$ cat config.mk
export PLATFORM = sky130hd
export DESIGN_NAME = beam_angle_to_reference_mapper
export DESIGN_NICKNAME = d
export VERILOG_FILES = /design/src/hw/rtl/bam_pkg.sv /design/src/hw/rtl/bam_cfg_regs.sv /design/src/hw/rtl/bam_angle_gen.sv /design/src/hw/rtl/bam_wrap.sv /design/src/hw/rtl/bam_grid.sv /design/src/hw/rtl/beam_angle_to_reference_mapper.sv
export SDC_FILE = /design/constraint.sdc
export NUM_CORES = 1
export LEC_CHECK = 0
export BUFFER_PORTS_ARGS = -buffer_cell sky130_fd_sc_hd__buf_2
export CAP_MARGIN = 20
export CORE_ASPECT_RATIO = 0.6
export CORE_MARGIN = 2
export CORE_UTILIZATION = 62
export CTS_BUF_LIST = sky130_fd_sc_hd__clkbuf_8 sky130_fd_sc_hd__clkbuf_16
export DETAILED_ROUTE_END_ITERATION = 8
export MAX_ROUTING_LAYER = met4
export PLACE_DENSITY = 0.81
export SYNTH_ARGS = -nofsm -noshare
export SYNTH_HDL_FRONTEND = slang
export SYNTH_SLANG_ARGS = --single-unit
$ cat constraint.sdc
create_clock -name clk -period 7.06 [get_ports clk]
set_clock_uncertainty 0.05 [all_clocks]
set_input_delay 0.353 -clock clk [delete_from_list [all_inputs] [get_ports clk]]
set_output_delay 0.353 -clock clk [all_outputs]
set_load 0.02 [all_outputs]
$ cat src/hw/rtl/bam_pkg.sv
// Shared constants, register indexes and pipeline word types for the beam angle mapper.
// Used by every module under hw/rtl; depends on nothing else.
`timescale 1ns / 1ps

package bam_pkg;

	// Geometry of the old reference grid and the angle format.
	localparam int MAX_NEW_BEAMS   = 256;
	localparam int OLD_BEAM_COUNT  = 26;
	localparam int ANGLE_FRAC_BITS = 8;

	localparam int ONE_DEG     = 1 << ANGLE_FRAC_BITS;
	localparam int HALF_SPAN   = (OLD_BEAM_COUNT - 1) * ONE_DEG;
	localparam int WRAP_PERIOD = 2 * OLD_BEAM_COUNT * ONE_DEG;
	localparam int GRID_BITS   = ANGLE_FRAC_BITS + 1;

	// Field widths.
	localparam int IDX_W    = 8;
	localparam int START_W  = 16;
	localparam int STEP_W   = 13;
	localparam int TOTAL_W  = 9;
	localparam int PROD_W   = 21;
	localparam int THETA_W  = 22;
	localparam int BANGLE_W = 21;
	localparam int REF_W    = 14;
	localparam int OLD_W    = 5;
	localparam int WEIGHT_W = 9;
	localparam int STATUS_W = 3;
	localparam int CFG_IDX_W  = 2;
	localparam int CFG_DATA_W = 16;

	// The wrap works on a biased copy of the angle that is never negative, so
	// the remainder by the period is a plain unsigned one.
	localparam int U_W         = THETA_W + 1;
	localparam int OFFSET_K    = ((1 << (THETA_W - 1)) + WRAP_PERIOD - 1) / WRAP_PERIOD;
	localparam int WRAP_OFFSET = OFFSET_K * WRAP_PERIOD + HALF_SPAN;
	localparam int D_W         = $clog2(WRAP_PERIOD);
	localparam int RECIP_SHIFT = 32;
	localparam longint RECIP   = (longint'(1) << RECIP_SHIFT) / WRAP_PERIOD;
	localparam int RECIP_W     = RECIP_SHIFT - D_W + 1;
	localparam int Q_W         = U_W - D_W + 1;
	localparam int LEFT_W      = D_W - GRID_BITS;

	// Configuration register indexes.
	localparam logic [CFG_IDX_W-1:0] REG_SCAN_START = 2'd0;
	localparam logic [CFG_IDX_W-1:0] REG_SCAN_STEP  = 2'd1;
	localparam logic [CFG_IDX_W-1:0] REG_BEAM_TOTAL = 2'd2;

	// Reset values of the registers.
	localparam logic [START_W-1:0] START_RESET = 16'hE700;
	localparam logic [STEP_W-1:0]  STEP_RESET  = 13'd512;
	localparam logic [TOTAL_W-1:0] TOTAL_RESET = 9'd26;

	// Result status codes.
	localparam logic [STATUS_W-1:0] STAT_OK        = 3'd0;
	localparam logic [STATUS_W-1:0] STAT_BEYOND    = 3'd1;
	localparam logic [STATUS_W-1:0] STAT_REF_RANGE = 3'd2;

	typedef struct packed {
		logic signed [START_W-1:0] scan_start;
		logic signed [STEP_W-1:0]  scan_step;
		logic [TOTAL_W-1:0]        beam_total;
	} cfg_t;

	typedef struct packed {
		logic [IDX_W-1:0]         idx;
		logic                     beyond;
		logic signed [PROD_W-1:0] prod;
	} prod_word_t;

	typedef struct packed {
		logic [IDX_W-1:0]          idx;
		logic                      beyond;
		logic signed [THETA_W-1:0] theta;
		logic [U_W-1:0]            biased;
	} theta_word_t;

	typedef struct packed {
		logic [IDX_W-1:0]          idx;
		logic                      beyond;
		logic signed [THETA_W-1:0] theta;
		logic [U_W-1:0]            biased;
		logic [Q_W-1:0]            quot;
	} quot_word_t;

	typedef struct packed {
		logic [IDX_W-1:0]          idx;
		logic                      beyond;
		logic signed [THETA_W-1:0] theta;
		logic [D_W-1:0]            span_pos;
	} wrap_word_t;

endpackage

$ cat src/hw/rtl/bam_cfg_regs.sv
// Configuration registers of the beam angle mapper: scan start, scan step, beam total.
// Depends on bam_pkg.
`timescale 1ns / 1ps

module bam_cfg_regs (
	input  logic                            clk,
	input  logic                            arst_n,
	input  logic                            cfg_wr_en,
	input  logic [bam_pkg::CFG_IDX_W-1:0]   cfg_index,
	input  logic [bam_pkg::CFG_DATA_W-1:0]  cfg_wdata,
	output bam_pkg::cfg_t                   cfg
);

	logic [bam_pkg::START_W-1:0] start_q;
	logic [bam_pkg::STEP_W-1:0]  step_q;
	logic [bam_pkg::TOTAL_W-1:0] total_q;

	always_ff @(posedge clk or negedge arst_n) begin
		if (!arst_n) begin
			start_q <= bam_pkg::START_RESET;
			step_q  <= bam_pkg::STEP_RESET;
			total_q <= bam_pkg::TOTAL_RESET;
		end else if (cfg_wr_en) begin
			case (cfg_index)
				bam_pkg::REG_SCAN_START: begin
					start_q <= cfg_wdata[bam_pkg::START_W-1:0];
				end
				bam_pkg::REG_SCAN_STEP: begin
					step_q <= cfg_wdata[bam_pkg::STEP_W-1:0];
				end
				bam_pkg::REG_BEAM_TOTAL: begin
					total_q <= cfg_wdata[bam_pkg::TOTAL_W-1:0];
				end
				default: begin
				end
			endcase
		end
	end

	assign cfg.scan_start = $signed(start_q);
	assign cfg.scan_step  = $signed(step_q);
	assign cfg.beam_total = total_q;

endmodule

$ cat src/hw/rtl/bam_angle_gen.sv
// Stages 1 and 2: step times index, then start plus product and the biased wrap operand.
// Depends on bam_pkg.
`timescale 1ns / 1ps

module bam_angle_gen (
	input  logic                         clk,
	input  logic                         arst_n,
	input  bam_pkg::cfg_t                cfg,
	input  logic                         in_valid,
	input  logic [bam_pkg::IDX_W-1:0]    new_beam_number,
	output logic                         valid_s2,
	output bam_pkg::theta_word_t         word_s2
);

	logic                           valid_s1;
	bam_pkg::prod_word_t            word_s1;
	logic [bam_pkg::TOTAL_W-1:0]    total_eff;
	logic signed [bam_pkg::THETA_W-1:0] prod_full;
	logic signed [bam_pkg::THETA_W-1:0] theta_next;
	logic [bam_pkg::U_W-1:0]        biased_next;

	assign total_eff = (cfg.beam_total < bam_pkg::TOTAL_W'(bam_pkg::MAX_NEW_BEAMS))
		? cfg.beam_total : bam_pkg::TOTAL_W'(bam_pkg::MAX_NEW_BEAMS);
	assign prod_full = cfg.scan_step * $signed({1'b0, new_beam_number});

	assign theta_next  = bam_pkg::THETA_W'(cfg.scan_start) + bam_pkg::THETA_W'(word_s1.prod);
	assign biased_next = bam_pkg::U_W'(theta_next) + bam_pkg::U_W'(bam_pkg::WRAP_OFFSET);

	always_ff @(posedge clk or negedge arst_n) begin
		if (!arst_n) begin
			valid_s1 <= 1'b0;
			valid_s2 <= 1'b0;
		end else begin
			valid_s1 <= in_valid;
			valid_s2 <= valid_s1;
		end
	end

	always_ff @(posedge clk) begin
		word_s1.idx    <= new_beam_number;
		word_s1.beyond <= {1'b0, new_beam_number} >= total_eff;
		word_s1.prod   <= prod_full[bam_pkg::PROD_W-1:0];

		word_s2.idx    <= word_s1.idx;
		word_s2.beyond <= word_s1.beyond;
		word_s2.theta  <= theta_next;
		word_s2.biased <= biased_next;
	end

endmodule

$ cat src/hw/rtl/bam_wrap.sv
// Stages 3 and 4: remainder of the biased angle by the wrap period.
// The quotient comes from a reciprocal multiply that may fall one short; one
// compare and subtract corrects it. Depends on bam_pkg.
`timescale 1ns / 1ps

module bam_wrap (
	input  logic                   clk,
	input  logic                   arst_n,
	input  logic                   valid_s2,
	input  bam_pkg::theta_word_t   word_s2,
	output logic                   valid_s4,
	output bam_pkg::wrap_word_t    word_s4
);

	localparam int PW = bam_pkg::U_W + bam_pkg::RECIP_W;

	logic                    valid_s3;
	bam_pkg::quot_word_t     word_s3;
	logic [PW-1:0]           recip_prod;
	logic [bam_pkg::U_W-1:0] quot_times_p;
	logic [bam_pkg::U_W-1:0] rem_raw;
	logic [bam_pkg::U_W-1:0] rem_fix;

	assign recip_prod = PW'(word_s2.biased) * PW'(bam_pkg::RECIP);

	assign quot_times_p = bam_pkg::U_W'(word_s3.quot) * bam_pkg::U_W'(bam_pkg::WRAP_PERIOD);
	assign rem_raw      = word_s3.biased - quot_times_p;
	assign rem_fix      = (rem_raw >= bam_pkg::U_W'(bam_pkg::WRAP_PERIOD))
		? rem_raw - bam_pkg::U_W'(bam_pkg::WRAP_PERIOD) : rem_raw;

	always_ff @(posedge clk or negedge arst_n) begin
		if (!arst_n) begin
			valid_s3 <= 1'b0;
			valid_s4 <= 1'b0;
		end else begin
			valid_s3 <= valid_s2;
			valid_s4 <= valid_s3;
		end
	end

	always_ff @(posedge clk) begin
		word_s3.idx    <= word_s2.idx;
		word_s3.beyond <= word_s2.beyond;
		word_s3.theta  <= word_s2.theta;
		word_s3.biased <= word_s2.biased;
		word_s3.quot   <= recip_prod[bam_pkg::RECIP_SHIFT +: bam_pkg::Q_W];

		word_s4.idx      <= word_s3.idx;
		word_s4.beyond   <= word_s3.beyond;
		word_s4.theta    <= word_s3.theta;
		word_s4.span_pos <= rem_fix[bam_pkg::D_W-1:0];
	end

endmodule

$ cat src/hw/rtl/bam_grid.sv
// Stage 5: places the wrapped angle on the old beam grid and registers the result word.
// Depends on bam_pkg.
`timescale 1ns / 1ps

module bam_grid (
	input  logic                                 clk,
	input  logic                                 arst_n,
	input  logic                                 valid_s4,
	input  bam_pkg::wrap_word_t                  word_s4,
	output logic                                 done,
	output logic [bam_pkg::IDX_W-1:0]            beam_number_echo,
	output logic signed [bam_pkg::BANGLE_W-1:0]  beam_angle,
	output logic signed [bam_pkg::REF_W-1:0]     reference_angle,
	output logic                                 was_wrapped,
	output logic                                 blend_mode,
	output logic [bam_pkg::OLD_W-1:0]            left_old_beam,
	output logic [bam_pkg::OLD_W-1:0]            right_old_beam,
	output logic signed [bam_pkg::REF_W-1:0]     left_old_angle,
	output logic signed [bam_pkg::REF_W-1:0]     right_old_angle,
	output logic [bam_pkg::WEIGHT_W-1:0]         blend_weight,
	output logic [bam_pkg::STATUS_W-1:0]         map_status
);

	localparam int AW = bam_pkg::D_W + 2;
	localparam int WW = bam_pkg::GRID_BITS + bam_pkg::WEIGHT_W;

	logic signed [AW-1:0]              ref_full;
	logic                              ref_high;
	logic [bam_pkg::LEFT_W-1:0]        left_raw;
	logic [bam_pkg::LEFT_W:0]          right_raw;
	logic [bam_pkg::GRID_BITS-1:0]     rem;
	logic                              on_grid;
	logic                              clamp;
	logic [bam_pkg::LEFT_W:0]          left_sel;
	logic [bam_pkg::LEFT_W:0]          right_sel;
	logic signed [AW-1:0]              left_ang;
	logic signed [AW-1:0]              right_ang;
	logic [WW-1:0]                     weight_full;

	// The distance from the low grid end is the reference angle plus the half span.
	assign ref_full = $signed({2'b00, word_s4.span_pos}) - AW'(bam_pkg::HALF_SPAN);
	assign ref_high = word_s4.span_pos > bam_pkg::D_W'(2 * bam_pkg::HALF_SPAN);

	assign left_raw  = word_s4.span_pos[bam_pkg::D_W-1:bam_pkg::GRID_BITS];
	assign rem       = word_s4.span_pos[bam_pkg::GRID_BITS-1:0];
	assign on_grid   = rem == '0;
	assign right_raw = {1'b0, left_raw} + (bam_pkg::LEFT_W + 1)'(1);
	assign clamp     = !on_grid
		&& (right_raw > (bam_pkg::LEFT_W + 1)'(bam_pkg::OLD_BEAM_COUNT - 1));

	always_comb begin
		if (on_grid) begin
			left_sel  = {1'b0, left_raw};
			right_sel = {1'b0, left_raw};
		end else if (clamp) begin
			left_sel  = (bam_pkg::LEFT_W + 1)'(bam_pkg::OLD_BEAM_COUNT - 1);
			right_sel = (bam_pkg::LEFT_W + 1)'(bam_pkg::OLD_BEAM_COUNT - 1);
		end else begin
			left_sel  = {1'b0, left_raw};
			right_sel = right_raw;
		end
	end

	assign left_ang  = $signed(AW'(left_sel) << bam_pkg::GRID_BITS) - AW'(bam_pkg::HALF_SPAN);
	assign right_ang = $signed(AW'(right_sel) << bam_pkg::GRID_BITS) - AW'(bam_pkg::HALF_SPAN);
	assign weight_full = (WW'(rem) << bam_pkg::WEIGHT_W) >> bam_pkg::GRID_BITS;

	always_ff @(posedge clk or negedge arst_n) begin
		if (!arst_n) begin
			done <= 1'b0;
		end else begin
			done <= valid_s4;
		end
	end

	always_ff @(posedge clk) begin
		beam_number_echo <= word_s4.idx;
		beam_angle       <= '0;
		reference_angle  <= '0;
		was_wrapped      <= 1'b0;
		blend_mode       <= 1'b0;
		left_old_beam    <= '0;
		right_old_beam   <= '0;
		left_old_angle   <= '0;
		right_old_angle  <= '0;
		blend_weight     <= '0;
		if (word_s4.beyond) begin
			map_status <= bam_pkg::STAT_BEYOND;
		end else begin
			beam_angle      <= word_s4.theta[bam_pkg::BANGLE_W-1:0];
			reference_angle <= ref_full[bam_pkg::REF_W-1:0];
			was_wrapped     <= bam_pkg::THETA_W'(ref_full) != word_s4.theta;
			if (ref_high) begin
				map_status <= bam_pkg::STAT_REF_RANGE;
			end else begin
				map_status      <= bam_pkg::STAT_OK;
				blend_mode      <= !on_grid;
				left_old_beam   <= left_sel[bam_pkg::OLD_W-1:0];
				right_old_beam  <= right_sel[bam_pkg::OLD_W-1:0];
				left_old_angle  <= left_ang[bam_pkg::REF_W-1:0];
				right_old_angle <= right_ang[bam_pkg::REF_W-1:0];
				if (!on_grid && !clamp) begin
					blend_weight <= weight_full[bam_pkg::WEIGHT_W-1:0];
				end
			end
		end
	end

endmodule

$ cat src/hw/rtl/beam_angle_to_reference_mapper.sv
// Beam angle to reference mapper: a word taken with start passes all register stages
// before done rises for it. Throughput is one word per cycle; busy stays
// low, and the five register stages (multiply, add, reciprocal multiply, remainder
// correct, grid placement) each hold one word. done cannot be held off by the receiver.
// Reset clears all stage valid bits and loads the register defaults at once.
// Depends on bam_pkg, bam_cfg_regs, bam_angle_gen, bam_wrap and bam_grid.
`timescale 1ns / 1ps

module beam_angle_to_reference_mapper (
	input  logic                                 clk,
	input  logic                                 arst_n,
	input  logic                                 cfg_wr_en,
	input  logic [bam_pkg::CFG_IDX_W-1:0]        cfg_index,
	input  logic [bam_pkg::CFG_DATA_W-1:0]       cfg_wdata,
	input  logic                                 start,
	output logic                                 busy,
	input  logic [bam_pkg::IDX_W-1:0]            new_beam_number,
	output logic                                 done,
	output logic [bam_pkg::IDX_W-1:0]            beam_number_echo,
	output logic signed [bam_pkg::BANGLE_W-1:0]  beam_angle,
	output logic signed [bam_pkg::REF_W-1:0]     reference_angle,
	output logic                                 was_wrapped,
	output logic                                 blend_mode,
	output logic [bam_pkg::OLD_W-1:0]            left_old_beam,
	output logic [bam_pkg::OLD_W-1:0]            right_old_beam,
	output logic signed [bam_pkg::REF_W-1:0]     left_old_angle,
	output logic signed [bam_pkg::REF_W-1:0]     right_old_angle,
	output logic [bam_pkg::WEIGHT_W-1:0]         blend_weight,
	output logic [bam_pkg::STATUS_W-1:0]         map_status
);

	bam_pkg::cfg_t          cfg;
	logic                   valid_s2;
	bam_pkg::theta_word_t   word_s2;
	logic                   valid_s4;
	bam_pkg::wrap_word_t    word_s4;

	// Every stage moves on each cycle, so a new word is always welcome.
	assign busy = 1'b0;

	bam_cfg_regs u_cfg (
		.clk       (clk),
		.arst_n    (arst_n),
		.cfg_wr_en (cfg_wr_en),
		.cfg_index (cfg_index),
		.cfg_wdata (cfg_wdata),
		.cfg       (cfg)
	);

	bam_angle_gen u_angle (
		.clk             (clk),
		.arst_n          (arst_n),
		.cfg             (cfg),
		.in_valid        (start && !busy),
		.new_beam_number (new_beam_number),
		.valid_s2        (valid_s2),
		.word_s2         (word_s2)
	);

	bam_wrap u_wrap (
		.clk      (clk),
		.arst_n   (arst_n),
		.valid_s2 (valid_s2),
		.word_s2  (word_s2),
		.valid_s4 (valid_s4),
		.word_s4  (word_s4)
	);

	bam_grid u_grid (
		.clk              (clk),
		.arst_n           (arst_n),
		.valid_s4         (valid_s4),
		.word_s4          (word_s4),
		.done             (done),
		.beam_number_echo (beam_number_echo),
		.beam_angle       (beam_angle),
		.reference_angle  (reference_angle),
		.was_wrapped      (was_wrapped),
		.blend_mode       (blend_mode),
		.left_old_beam    (left_old_beam),
		.right_old_beam   (right_old_beam),
		.left_old_angle   (left_old_angle),
		.right_old_angle  (right_old_angle),
		.blend_weight     (blend_weight),
		.map_status       (map_status)
	);

endmodule

# == After elaboration in Yosys (flattened, before gate mapping) ==
# Cells that the tools add are included.
# totals
ff_bits,331
latchBits,0
ramBits,0
mem_bits_ro,0
inputBits,30
elab_cells,73
mem_count,0
# op_classes
add_sub_neg,8
mul,3
div_mod_pow,0
order_cmp,5
n_eq_ne,3
shifts,0
n_mux,7
n_bitwise,1
n_reduce_logical,11
# ops
cell,n
$mul 23x18->41 const B,1
$sub 14x13->14 const B,2
$add 22x23->23 const B,1
$ge 23x14->1 const B,1
$sub 23x23->23,1
$add 16x21->22,1
$ne 15x22->1,1
$mul 13x9->21,1
$mux 5,4
$sub 14x13->15 const B,1
$gt 14x14->1 const B,1
$mux 14,1
$sub 14x14->14 const B,1
$mul 10x4->13 const B,1
$ge 8x9->1,1
$logic_not 9->1,1
$lt 9x9->1 const B,1
$mux 9,1
$add 5x1->6 const B,1
$gt 6x5->1 const B,1
$reduce_and 2->1,3
$reduce_or 3->1,1
$eq 2x1->1 const B,1
$eq 2x2->1 const B,1
other kinds (6),8

# == Depth between registers and ports, before layout ==
# Gate-level depths: netlist of run 1.
# depth
ltp_word,7
mapped_depth,22
depth_no_buf,22

# == Cells and area by module ==
# A second synthesis of run 1 with hierarchy kept.
# hier_totals
cells_unflattened,1961
hier_area_um2,21005.1
# modules_own_cells
mod,instances,cells_per_inst,area_per_inst_um2
bam_wrap,1,902,9904.5
bam_angle_gen,1,708,6810.3
bam_grid,1,268,2827.7
bam_cfg_regs,1,81,1451.4
beam_angle_to_reference_mapper,1,2,11.3

# == Worst setup path after synthesis of run 1 ==
# No wires, ideal clock.
# synth_path
path_type,reg-to-reg
startpoint,reg u_angle.word_s2[11] (netlist name)
endpoint,reg u_wrap.word_s3[9] (netlist name)
arrival_ns,5.252
t_required_ns,6.904
setup_slack_ns,1.652
stages_incl_launch_ff,20
path_buffers,0
path_cell_list,dfxtp_1 fa_1 inv_1 fa_1 inv_1 fa_1 fa_1 fa_1 inv_1 fa_1 inv_1 ha_1 or2_2 a21oi_1 inv_1 a311oi_1 o211ai_1 o211ai_1 o22ai_1 o311ai_0
# synth_via
elab_chain_cells,1
# synth_lines
element,line,source
$mul 23x18->41,bam_wrap.sv:24,assign recip_prod = PW'(word_s2.biased) * PW'(bam_pkg::RECIP);
net u_wrap.recip_prod[41],bam_wrap.sv:19,logic [PW-1:0] recip_prod;
to (decl),bam_wrap.sv:18,bam_pkg::quot_word_t word_s3;
# The timed path passes the listed nets, and every way through them passes these cells.
# A chain may end at the register's enable or synchronous reset.

# == Worst setup path after layout of run 1 ==
# layout_path
startpoint,reg u_angle.word_s2[16] (netlist name)
endpoint,reg u_wrap.word_s3[8] (netlist name)
# layout_via
elab_chain_cells,1
# layout_lines
element,line
$mul 23x18->41,bam_wrap.sv:24
net u_wrap.recip_prod[40],bam_wrap.sv:19
# The timed path passes the listed nets, and every way through them passes these cells.

==> results of run 1 <==
per-stage QoR:
stage / hold slack [ps] / cell area (sq um)
after CTS: 0.537 / 22000
after floorplan: 7.41 / 20200
after global placement: 261 / 21000
final: 19.0 / 22000
after global routing: 8.79 / 22000
after detailed placement: 262 / 21000
critical path, cell delays in order, from the launching register on:
cell      delay, ps
dfxtp_1         710
ha_1            250
inv_1            60
fa_1            550
inv_1            50
fa_1            470
fa_1            530
fa_1            540
inv_1            60
fa_1            520
inv_1            40
ha_1            310
nand3_1         160
nor4b_1         800
nand3_1         170
o22ai_1         250
o211ai_1        140
o22ai_1         300
nor2_1           90
xnor2_1         130
final timing paths:
check | from | to | slack (ps) | cells after the start
setup / recovery | u_angle.word_s2[16] | u_wrap.word_s3[8] | 780 | 19
hold / removal | cfg_wdata[6] | u_cfg.start_q[6] | 20 | 2
setup reg to reg | u_angle.word_s2[16] | u_wrap.word_s3[8] | 780 | 19
hold reg to reg | u_wrap.word_s4[40] | u_grid.beam_number_echo[3] | 280 | 0
max in group asynchronous | arst_n | u_angle.valid_s1 | 6160 | 3
min in group asynchronous | arst_n | u_cfg.step_q[11] | 380 | 3
cell usage in the layout (no fill, tap or decap), types with 4 or more instances in the layout:
cell / Yosys / layout
and3_1: 24 / 24
nand4_1: 8 / 8
xor2_1: 29 / 29
nor2_1: 54 / 54
nor3_1: 19 / 19
nand2b_1: 16 / 16
a211oi_1: 6 / 6
ha_1: 285 / 285
nand2_1: 87 / 87
conb_1: 1 / 18
buf_2: 0 / 108
xnor2_1: 54 / 54
nor2b_1: 36 / 36
and2_1: 72 / 72
or3_1: 4 / 4
fa_1: 225 / 225
a21o_1: 25 / 25
a31oi_1: 9 / 9
o211ai_1: 10 / 10
dlygate4sd3_1: 0 / 8
dfxtp_1: 238 / 238
dfrtp_1: 33 / 33
nand3_1: 19 / 19
nor4_1: 8 / 8
o21bai_1: 5 / 5
clkbuf_16: 0 / 26
dfstp_2: 10 / 10
mux2_2: 37 / 37
a21oi_1: 62 / 62
o21ai_0: 40 / 40
inv_1: 366 / 371
mux2i_1: 5 / 5
o21a_1: 12 / 12
layout make-up:
type	count	area, sq um
multi-input cells	1232	12700
clock buffers	29	692
repair buffers	119	643
clock inverters	17	174
flip-flops and latches	281	5850
inverters	366	1370
well taps	424	531
fillers	2494	10300
layer usage:
metal,vias to the layer above,routed length [um],track usage,share of wire
met5,-,0,-,0
met3,59,3850,0.0809,0.082
li1,6337,-,-,-
met1,6603,23500,0.446,0.50
met2,373,18700,0.406,0.40
met4,0,730,0.0493,0.016
logic make-up (layout without fill, tap and decap cells):
group | after synthesis | in the layout | share of synthesized area
and+or+nand+nor | 364 | 364 | 0.0946
AOI/OAI and AO/OA | 214 | 214 | 0.0715
adders and majority gates | 510 | 510 | 0.401
other | 1 | 18 | 0.000186
xor gates and xnor gates | 84 | 84 | 0.0369
DFF | 281 | 281 | 0.290
buffers and inverters | 417 | 531 | 0.0827
muxes | 42 | 42 | 0.0232
flip-flops by register name, summed over array words and instances (netlist names), 8 cells and up:
| signal | flops |
|---|---|
| u_wrap.word_s3 | 56 |
| u_grid.reference_angle | 14 |
| u_grid.blend_weight | 9 |
| u_cfg.start_q | 16 |
| u_cfg.step_q | 13 |
| u_angle.word_s2 | 46 |
| u_wrap.word_s4 | 37 |
| u_grid.beam_number_echo | 8 |
| u_cfg.total_q | 9 |
| u_grid.beam_angle | 13 |
| u_angle.word_s1 | 30 |
==> flow_metrics.py, run 1 <==
metrics = {
    "status": {
        "status": "finished clean",
    },
    "synth": {
        "yosysSeqAreaShare": 0.290,
        "synth_top_area_frac": 0.236,
        "ys_seq_elements": 281,
        "ys_types": 71,
        "yosysWarnings": 0,
        "post-synth-top-area-cell": "dfxtp_1",
        "yosysMostFrequentCell": "inv_1",
        "synthArstFlopShare": 0.153,
        "syn_area_per_cell_sq_um": 10.5,
        "synth_cells": 1913,
        "synth_area_leaders": "dfxtp_1 24%, fa_1 22%, ha_1 18%, inv_1 6.8%, dfrtp_1 4.1%",
        "synth_area_sq_um": 20100,
        "netlist_top_cells_count": "366 x inv_1, 285 x ha_1, 238 x dfxtp_1, 225 x fa_1, 87 x nand2_1",
        "synthFlopType": "dfxtp_1",
        "synth_enable_flop_cells": 0,
    },
    "global_route": {
        "antenna_found_initial": 0,
        "grt_use_total": 0.298,
        "overflow": 0,
        "grt_pass1_vias": 13810,
        "grt_max_degree": 44,
        "grt_pass1_wl_um": 75400,
    },
    "cts": {
        "post_cts_buffers": 0,
        "root_buffer": "clkbuf_16",
        "cts_buffers": 26,
        "clock-sinks": 281,
        "htree_levels": 1,
        "cts_tree": "yes",
        "ctsHoldBuffers": 8,
        "clkSlewWorstSetupHoldPaths_ps": 60,
        "clock_latency_ps": 570,
        "clk_path_buf_depth": 3,
        "cts-resized-gates": 0,
    },
    "sta": {
        "final.setup.tns_ps": 0,
        "slew_viol_final": 0,
        "rsz0062_at_grt": "false",
        "finalHoldViolations": 0,
        "fin_crit_ps": 6280,
        "tightest_slew_ps": 860,
        "finalSetupViolCount": 0,
        "finalCritPeriodShare": 0.889,
        "finalWorstSetupSlack_ps": 782,
        "relSlewSlack": 0.418,
        "fmax_ghz": 0.159,
    },
    "placement": {
        "gp_congestion": 0.971,
        "place_inst": 2414,
        "portBuffers": 108,
        "place_ws_ps": 894,
        "hpwl_um": 38600,
    },
    "critical_path": {
        "worstSetupEndpointType": "register",
        "crit_type": "reg -> reg",
        "critPathArrivalTime_ps": 6690,
        "critPathLaunchType": "register",
        "cp_data_required_time_ps": 7470,
        "worstPathMaxFanout": 8,
    },
    "floorplanning": {
        "core_area_sq_um": 32200,
        "die_w_um": 237,
        "initial_core_util": 0.625,
        "rows": 51,
        "ios": 127,
        "dieHeight_um": 144,
        "die_area_sq_um": 34000,
    },
    "route": {
        "drt-vias-per-instance": 5.42,
        "wl_per_cell_um": 19.0,
        "ant_nets": 0,
        "wl_um": 46800,
        "first_iter_violations": 944,
        "drc_errors": 0,
        "drtPass1Iterations": 5,
        "num_vias": 13372,
    },
    "final_layout": {
        "insertedDiodeCount": 0,
        "nets": 2566,
        "area_delta_synth_final_pct": 9.01,
        "drive_above_1_share": 0.106,
        "finish.utilization": 0.682,
        "layoutNonFillerInstCount": 2468,
    },
    "job": {
        "cap_violations": 0,
    },
    "min_path": {
        "hold_class": "in -> reg",
    },
}
Power of run 1 is not shown: default switching activity piles up to over one toggle a cycle in this logic, so the estimate is an artifact.
==> run 2, diff against run 1 <==
Settings changed: CORE_ASPECT_RATIO 0.6 to unset.
Clock period 7.06 ns to 6.4 ns, I/O delays scaled along.
==> run 2 against run 1 <==
- sequential share of layout area down 0.36 points
- non-clock buffer count up 13
- register-to-register slack worse by 420 ps
- wire length down 10%
- die area down 0.14%
- critical endpoint unchanged
==> flow_metrics.py, run 2 (synthesized netlist as in run 1, its figures left out) <==
metrics = {
    "floorplanning": {
        "dieHeight_um": 184,
        "rows": 66,
        "die_area_sq_um": 34000,
        "die_w_um": 184,
        "ios": 127,
        "initial_core_util": 0.624,
        "core_area_sq_um": 32300,
    },
    "critical_path": {
        "worstPathMaxFanout": 8,
        "worstSetupEndpointType": "register",
        "cp_data_required_time_ps": 6770,
        "crit_type": "reg -> reg",
        "critPathLaunchType": "register",
        "r2r_start": "u_angle.word_s2[10]",
        "critPathSlowestCell": "fa_1",
        "cpPeakStageDelay_ps": 540,
        "path_cells": "fa_1 > inv_1 > fa_1 > inv_1 > fa_1 > fa_1 > fa_1 > inv_1 > fa_1 > inv_1 > ha_1 > nand3_1 > nor4b_1 > nand3_1 > o22ai_1 > o211ai_1 > o22ai_1 > nor2_1 > xnor2_1",
        "critPathMostFrequentCell": "fa_1",
        "reg2regPathDepth": 19,
        "rrSetupSlack_ps": 370,
        "critPathArrivalTime_ps": 6410,
        "reg2reg_to": "u_wrap.word_s3[8]",
    },
    "sta": {
        "relSlewSlack": 0.485,
        "fin_crit_ps": 6030,
        "tightest_slew_ps": 771,
        "finalHoldViolations": 0,
        "final.setup.tns_ps": 0,
        "finalCritPeriodShare": 0.943,
        "finalSetupViolCount": 0,
        "fmax_ghz": 0.166,
        "slew_viol_final": 0,
        "rsz0062_at_grt": "false",
    },
    "global_route": {
        "antenna_found_initial": 0,
        "grt_pass1_wl_um": 70500,
        "overflow": 0,
        "grt_use_total": 0.271,
        "grt_max_degree": 44,
        "grt_pass1_vias": 14275,
    },
    "cts": {
        "clock-sinks": 281,
        "clock_latency_ps": 550,
        "cts_tree": "yes",
        "clkSlewWorstSetupHoldPaths_ps": 70,
        "clk_path_buf_depth": 3,
        "post_cts_buffers": 0,
        "htree_levels": 1,
        "cts_buffers": 29,
        "root_buffer": "clkbuf_16",
    },
    "final_layout": {
        "largest_register": "u_wrap.word_s3",
        "area_delta_synth_final_pct": 10.5,
        "layout_commonest_cell": "inv_1",
        "layoutNonFillerInstCount": 2506,
        "drive_above_1_share": 0.116,
        "top_regs": "u_wrap.word_s3 (56), u_angle.word_s2 (46), u_wrap.word_s4 (37)",
        "insertedDiodeCount": 0,
        "layout_common_cells": "367 x inv_1, 285 x ha_1, 238 x dfxtp_1",
        "nets": 2582,
        "largest_register_ffs": 56,
    },
    "route": {
        "drt-vias-per-instance": 5.29,
        "wl_per_cell_um": 16.8,
        "drc_errors": 0,
        "num_vias": 13259,
        "first_iter_violations": 689,
        "ant_nets": 0,
        "wl_um": 42100,
        "drtPass1Iterations": 5,
    },
    "placement": {
        "place_inst": 2442,
        "gp_congestion": 0.954,
        "hpwl_um": 34600,
        "portBuffers": 108,
    },
    "job": {
        "cap_violations": 0,
    },
    "min_path": {
        "hold_path_end": "u_angle.word_s1[25]",
        "hold_class": "in -> reg",
        "worstHoldPathCells": 1,
        "min-delay-start": "new_beam_number[3]",
    },
    "status": {
        "status": "finished clean",
    },
}
run 2: changes by cell type in the layout (fill, tap and decap cells not counted), sizes merged:
cell         before  now
inv             373  374
buf             111  122
clkinv            5    4
clkbuf           29   35
dlygate4sd3       8   10
bufinv            2    3
run 2: routing by layer:
layer  share of wire  GRT usage
met5               0          -
met4           0.021     0.0586
met1            0.42      0.323
met2            0.52      0.493
met3           0.042     0.0338
run 2: timing repair:
action,CTS,global route
gates resized for setup,0,1
endpoints found under the setup margin,0,1
hold endpoints to repair,44,0
hold buffers,10,0
run 2: worst max-delay path by stage:
stage          depth (start not counted)           startpoint  slack (ps)                 to
3_5_place_dp                          18  u_angle.word_s2[27]         350  u_wrap.word_s3[9]
4_1_cts                               18  u_angle.word_s2[27]         310  u_wrap.word_s3[9]
2_1_floorplan                         19  u_angle.word_s2[11]         990  u_wrap.word_s3[9]
5_1_grt                               19  u_angle.word_s2[11]           3  u_wrap.word_s3[8]
6_report                              19  u_angle.word_s2[10]         370  u_wrap.word_s3[8]
3_3_place_gp                          18   u_angle.word_s2[9]         500  u_wrap.word_s3[9]
run 2: per-stage QoR:
stage | area [sq um] | hold WS, ps | utilization | setup slack, ps
detailed placement | 21100 | 262 | 0.654 | 347
finish | 22300 | 19.7 | 0.690 | 365
global placement | 21100 | 261 | 0.654 | 502
floorplan | 20200 | -25.6 | - | 992
CTS | 22200 | 0.699 | 0.689 | 310
global route | 22300 | 14.6 | 0.690 | 3.23
run 2: cell type report:
class / instances / area [sq um]
multi-input cells: 1232 / 12700
fillers: 2432 / 10000
flip-flops and latches: 281 / 5850
inverters: 366 / 1370
clock buffers: 35 / 808
repair buffers: 132 / 766
well taps: 442 / 553
clock inverters: 18 / 208
run 2: critical path: cells and delay by family (launching register included):
kind | cells | cell delay (ps)
buffers and inverters | 4 | 260
adder cells (fa/ha/maj) | 7 | 3240
flip-flops | 1 | 480
XOR/XNOR | 1 | 140
AND/OR/NAND/NOR | 4 | 900
AO/OA/AOI/OAI | 3 | 840
Power of run 2 is left out for the same reason.
